$ cat src/sv/event_priority_queue_defines.svh
// Assertion macros for the event priority queue.
`ifndef EVENT_PRIORITY_QUEUE_DEFINES_SVH
`define EVENT_PRIORITY_QUEUE_DEFINES_SVH
`ifndef SYNTHESIS
`define EPQ_ASSERT(label, clk, rst_n, prop, msg) \
  label: assert property (@(posedge clk) disable iff (!rst_n) prop) else $error(msg);
`define EPQ_ASSERT_IMPL(label, clk, rst_n, lhs, rhs, msg) \
  `EPQ_ASSERT(label, clk, rst_n, (lhs) |-> (rhs), msg)
`else
`define EPQ_ASSERT(label, clk, rst_n, prop, msg)
`define EPQ_ASSERT_IMPL(label, clk, rst_n, lhs, rhs, msg)
`endif
`endif

$ cat src/sv/epq_pkg.sv
`default_nettype none
package epq_pkg;
  localparam int Capacity = 64;
  localparam int RefBits  = 16;
  localparam int IdxBits  = $clog2(Capacity);
  localparam int CntBits  = $clog2(Capacity + 1);
  localparam int TimeBits = 48;
  localparam int SeqBits  = 32;
  localparam int RowBits  = TimeBits + SeqBits + RefBits;

  typedef enum logic [2:0] {
    OP_SCHED  = 3'd0,
    OP_CANCEL = 3'd1,
    OP_DEQ    = 3'd2,
    OP_PEEK   = 3'd3,
    OP_QUERY  = 3'd4
  } op_e;

  typedef enum logic [1:0] {
    ST_OK    = 2'd0,
    ST_NONE  = 2'd1,
    ST_FULL  = 2'd2
  } status_e;

  typedef enum logic [2:0] {
    S_IDLE, S_SCAN, S_WAIT, S_FINISH, S_OUT
  } fsm_e;

  // controller -> datapath
  typedef struct packed {
    logic load;      // capture input word
    logic scan_clr;  // reset scan index and best
    logic scan_step; // issue read / compare
    logic finish;    // apply update and build result
  } cmd_t;

  // datapath -> controller
  typedef struct packed {
    logic scan_last; // last address issued
  } stat_t;
endpackage
`default_nettype wire

$ cat src/sv/epq_ctrl.sv
`default_nettype none
module epq_ctrl import epq_pkg::*; (
  input  wire logic clk_i,
  input  wire logic rst_ni,
  input  wire logic in_valid_i,
  output logic      in_stall_o,
  output logic      out_valid_o,
  input  wire logic out_stall_i,
  input  wire stat_t stat_i,
  output cmd_t      cmd_o
);
  fsm_e state_q, state_d;

  always_ff @(posedge clk_i or negedge rst_ni) begin
    if (!rst_ni) state_q <= S_IDLE;
    else state_q <= state_d;
  end

  always_comb begin
    state_d     = state_q;
    cmd_o       = '0;
    in_stall_o  = 1'b1;
    out_valid_o = 1'b0;
    case (state_q)
      S_IDLE: begin
        in_stall_o = 1'b0;
        if (in_valid_i) begin
          cmd_o.load     = 1'b1;
          cmd_o.scan_clr = 1'b1;
          state_d        = S_SCAN;
        end
      end
      S_SCAN: begin
        cmd_o.scan_step = 1'b1;
        if (stat_i.scan_last) state_d = S_WAIT;
      end
      S_WAIT: begin
        cmd_o.scan_step = 1'b1; // compare of last read
        state_d = S_FINISH;
      end
      S_FINISH: begin
        cmd_o.finish = 1'b1;
        state_d      = S_OUT;
      end
      S_OUT: begin
        out_valid_o = 1'b1;
        if (!out_stall_i) begin
          in_stall_o = 1'b0;
          state_d    = S_IDLE;
          if (in_valid_i) begin
            cmd_o.load     = 1'b1;
            cmd_o.scan_clr = 1'b1;
            state_d        = S_SCAN;
          end
        end
      end
      default: state_d = S_IDLE;
    endcase
  end
endmodule
`default_nettype wire

$ cat config.mk
export PLATFORM = sky130hd
export DESIGN_NAME = epq_ctrl
export DESIGN_NICKNAME = d
export VERILOG_FILES = /design/src/sv/event_priority_queue_defines.svh /design/src/sv/epq_pkg.sv /design/src/sv/epq_ctrl.sv
export SDC_FILE = /design/constraint.sdc
export NUM_CORES = 1
export LEC_CHECK = 0
export ABC_CLOCK_PERIOD_IN_PS = 1100
export BUFFER_PORTS_ARGS = -buffer_cell sky130_fd_sc_hd__clkbuf_2
export CAP_MARGIN = 20
export CORE_AREA = 2 2 39 41
export DETAILED_ROUTE_END_ITERATION = 10
export DIE_AREA = 0 0 41 43
export GPL_TIMING_DRIVEN = 1
export PLACE_DENSITY = 0.41
export SYNTH_ARGS = -nofsm -noshare
export SYNTH_HDL_FRONTEND = slang
export SYNTH_SLANG_ARGS = --single-unit
export TNS_END_PERCENT = 50
$ cat constraint.sdc
create_clock -name clk_i -period 1.1 [get_ports clk_i]
set_input_delay 0.22 -clock clk_i [delete_from_list [all_inputs] [get_ports clk_i]]
set_output_delay 0.22 -clock clk_i [all_outputs]
set_load 0.02 [all_outputs]
==> flow_metrics.py <==
metrics = {
    "sta": {
        "hold_viol_final": 0,
        "clock.fmax_mhz": 709,
        "relSlewSlack_pct": 87.8,
        "post-route-period-util_pct": 128,
        "period_minus_slack_ps": 1410,
        "slew_violations": 0,
        "worst_slack_ps": -310,
        "tns_ps": -1880,
        "rsz0062_at_grt": "yes",
        "clock_skew_ps": 0.0479,
        "setup_viol": 8,
        "tightest_slew_ps": 182,
    },
    "drt": {
        "ant_nets": 0,
        "drcViolationCount": 0,
        "via_count": 248,
        "vias_per_cell": 4.07,
        "wl_per_cell_um": 8.95,
        "drt-initial-drc-count": 1,
        "drt-total-wl_um": 546,
        "first_pass_iters": 2,
    },
    "floorplan": {
        "num_io_pins": 11,
        "die_h_um": 43,
        "core_area_mm2": 0.00138,
        "die_w_um": 41,
        "die_area_mm2": 0.00176,
        "initial_core_util_pct": 14.0,
        "row_count": 14,
    },
    "cells_and_area": {
        "area_delta_synth_final_pct": 117,
        "layout_common_cells": "buf_4 (9), clkbuf_4 (6), clkbuf_2 (5)",
        "regMostFlops": "state_q",
        "final_area_um2": 422,
        "reg_top3": "state_q (3)",
        "drive_gt1_share_pct": 71.1,
        "fillers": 162,
        "nets": 51,
        "final_common_cell": "buf_4",
        "largest_register_ffs": 3,
        "diodes": 0,
    },
    "worst_setup_path": {
        "max_stage_delay_ps": 430,
        "crit_buf_inv": 1,
        "path_class": "reg2out",
        "required_ps": 880,
        "reg2reg_depth": 3,
        "worstPathCellList": "or2b_1, a21oi_4, buf_8",
        "crit_arrival_ps": 1190,
        "worstPathMaxFanout": 5,
        "worstSetupEndpointType": "primary output",
        "critical_path_depth": 3,
        "critPathTopFamily": "flip-flops",
        "cp_slowest_cell": "dfrtp_2",
        "cp-start-kind": "flip-flop",
    },
    "logic_synthesis": {
        "yosysSeqAreaShare_pct": 38.7,
        "synth_warnings": 0,
        "synth.avg_cell_area_um2": 8.82,
        "ys_seq_elements": 3,
        "syn-instance-count": 22,
        "netlist_area_um2": 194,
        "synthesis.nets": 27,
        "ys_types": 15,
    },
    "placement": {
        "dp_hpwl_um": 416,
        "port_buffers": 10,
        "place_area_um2": 313,
        "gp_congestion": 0.659,
    },
    "clocking": {
        "cts_made_buffers": 3,
        "cts_tree": "yes",
        "clock-sinks": 3,
        "path_clk_slew_ps": 40,
        "clk_latency_ps": 230,
        "cts_root_buf": "clkbuf_4",
        "h-tree-depth": 1,
        "cts_buffer_depth": 2,
    },
    "grt": {
        "antenna_found_initial": 0,
        "grt_start_max_net_pins": 8,
        "track_usage_pct": 8.15,
        "grt_pass1_wl_um": 952,
        "grt_pass1_vias": 236,
        "overflow": 0,
    },
    "power": {
        "powerDensity_mw_per_mm2": 3170,
        "peakVddDrop_mv": 0.838,
        "leakage_nw": 0.202,
    },
    "status": {
        "outcome": "finished with violations",
        "failed_checks": "negative setup slack",
    },
    "min_path": {
        "min_path_cells": 3,
        "hp-class": "in2reg",
    },
    "flow_run": {
        "drv_cap": 0,
    },
}
==> through the flow <==
| step | hold slack (ps) | cells | power, mW | utilization (%) | setup WS (ps) |
|---|---|---|---|---|---|
| after floorplan | -75.6 | 22 | 0.656 | - | -32.6 |
| after global placement | 17.0 | 52 | 0.890 | 22.6 | -151 |
| after detailed placement | 19.3 | 52 | 0.905 | 22.6 | -171 |
| after CTS | 249 | 61 | 1.28 | 29.2 | -336 |
| after global routing | 293 | 61 | 1.45 | 30.5 | -349 |
| final | 259 | 61 | 1.34 | 30.5 | -310 |
==> logic make-up (layout without fill, tap and decap cells) <==
group,after synthesis,after routing,share of synthesized area [%]
DFF,3,3,38.7
AOI/OAI and AO/OA,5,5,16.1
buffers and inverters,1,24,3.87
and+or+nand+nor,13,13,41.3
==> Yosys cell counts <==
| library cell | n | area (um2) |
|---|---|---|
| a21oi_1 | 2 | 10.0 |
| and2_2 | 1 | 7.51 |
| and3_1 | 1 | 6.26 |
| buf_4 | 1 | 7.51 |
| dfrtp_1 | 3 | 75.1 |
| nand2_1 | 3 | 11.3 |
| nand2b_1 | 1 | 6.26 |
| nand3b_1 | 1 | 7.51 |
| nor2_1 | 2 | 7.51 |
| o211ai_1 | 1 | 7.51 |
| o21bai_1 | 1 | 7.51 |
| o22ai_1 | 1 | 6.26 |
| or2_2 | 1 | 6.26 |
| or2b_1 | 1 | 7.51 |
| or4b_1 | 2 | 20.0 |
==> worst min-delay path, cell delays in order <==
cell	delay, ps
clkbuf_2	90
nand3b_1	70
a21oi_1	70
==> power by group <==
group          total, mW  internal [mW]  switching, mW
combinational      0.903          0.514          0.390
clock              0.190          0.136         0.0546
sequential         0.245          0.168         0.0776
total               1.34          0.817          0.522
==> area by class of cell <==
type                            count  area (um2)  share of cell area (%)
Timing Repair Buffer               20         151                    35.9
Sequential cell                     3        77.6                    18.4
Tap cell                           16        20.0                    4.75
Clock buffer                        4        26.3                    6.23
Multi-Input combinational cell     18         146                    34.7
==> path summary, 6_finish.rpt <==
| kind | start | end | slack [ps] |
|---|---|---|---|
| worst max register to register | state_q[0]$_DFFE_PN0P_ | state_q[0]$_DFFE_PN0P_ | -230 |
| min in group asynchronous | rst_ni | state_q[2]$_DFFE_PN0P_ | 310 |
| worst min register to register | state_q[2]$_DFFE_PN0P_ | state_q[1]$_DFFE_PN0P_ | 630 |
| worst min-delay path | stat_i | state_q[1]$_DFFE_PN0P_ | 260 |
| max in group asynchronous | rst_ni | state_q[1]$_DFFE_PN0P_ | 670 |
| worst max-delay path | state_q[1]$_DFFE_PN0P_ | cmd_o[1] | -310 |
==> routing by layer <==
| layer | track usage (%) | up-vias | share of wire [%] |
|---|---|---|---|
| met1 | 9.71 | 117 | 40 |
| li1 | - | 124 | - |
| met2 | 11.3 | 7 | 53 |
| met5 | 0 | - | 0 |
| met3 | 3.14 | 0 | 7.0 |
| met4 | 6.00 | 0 | 0 |
==> what timing repair did <==
item                       4_1_cts  5_1_grt
hold buffers                     1        0
gates resized for setup          8        6
hold endpoints to repair         3        0
setup endpoints to repair        7        8
pin swaps                        1        0
buffers inserted                 4        0
Note: power is estimated with default switching activity, not from simulation.
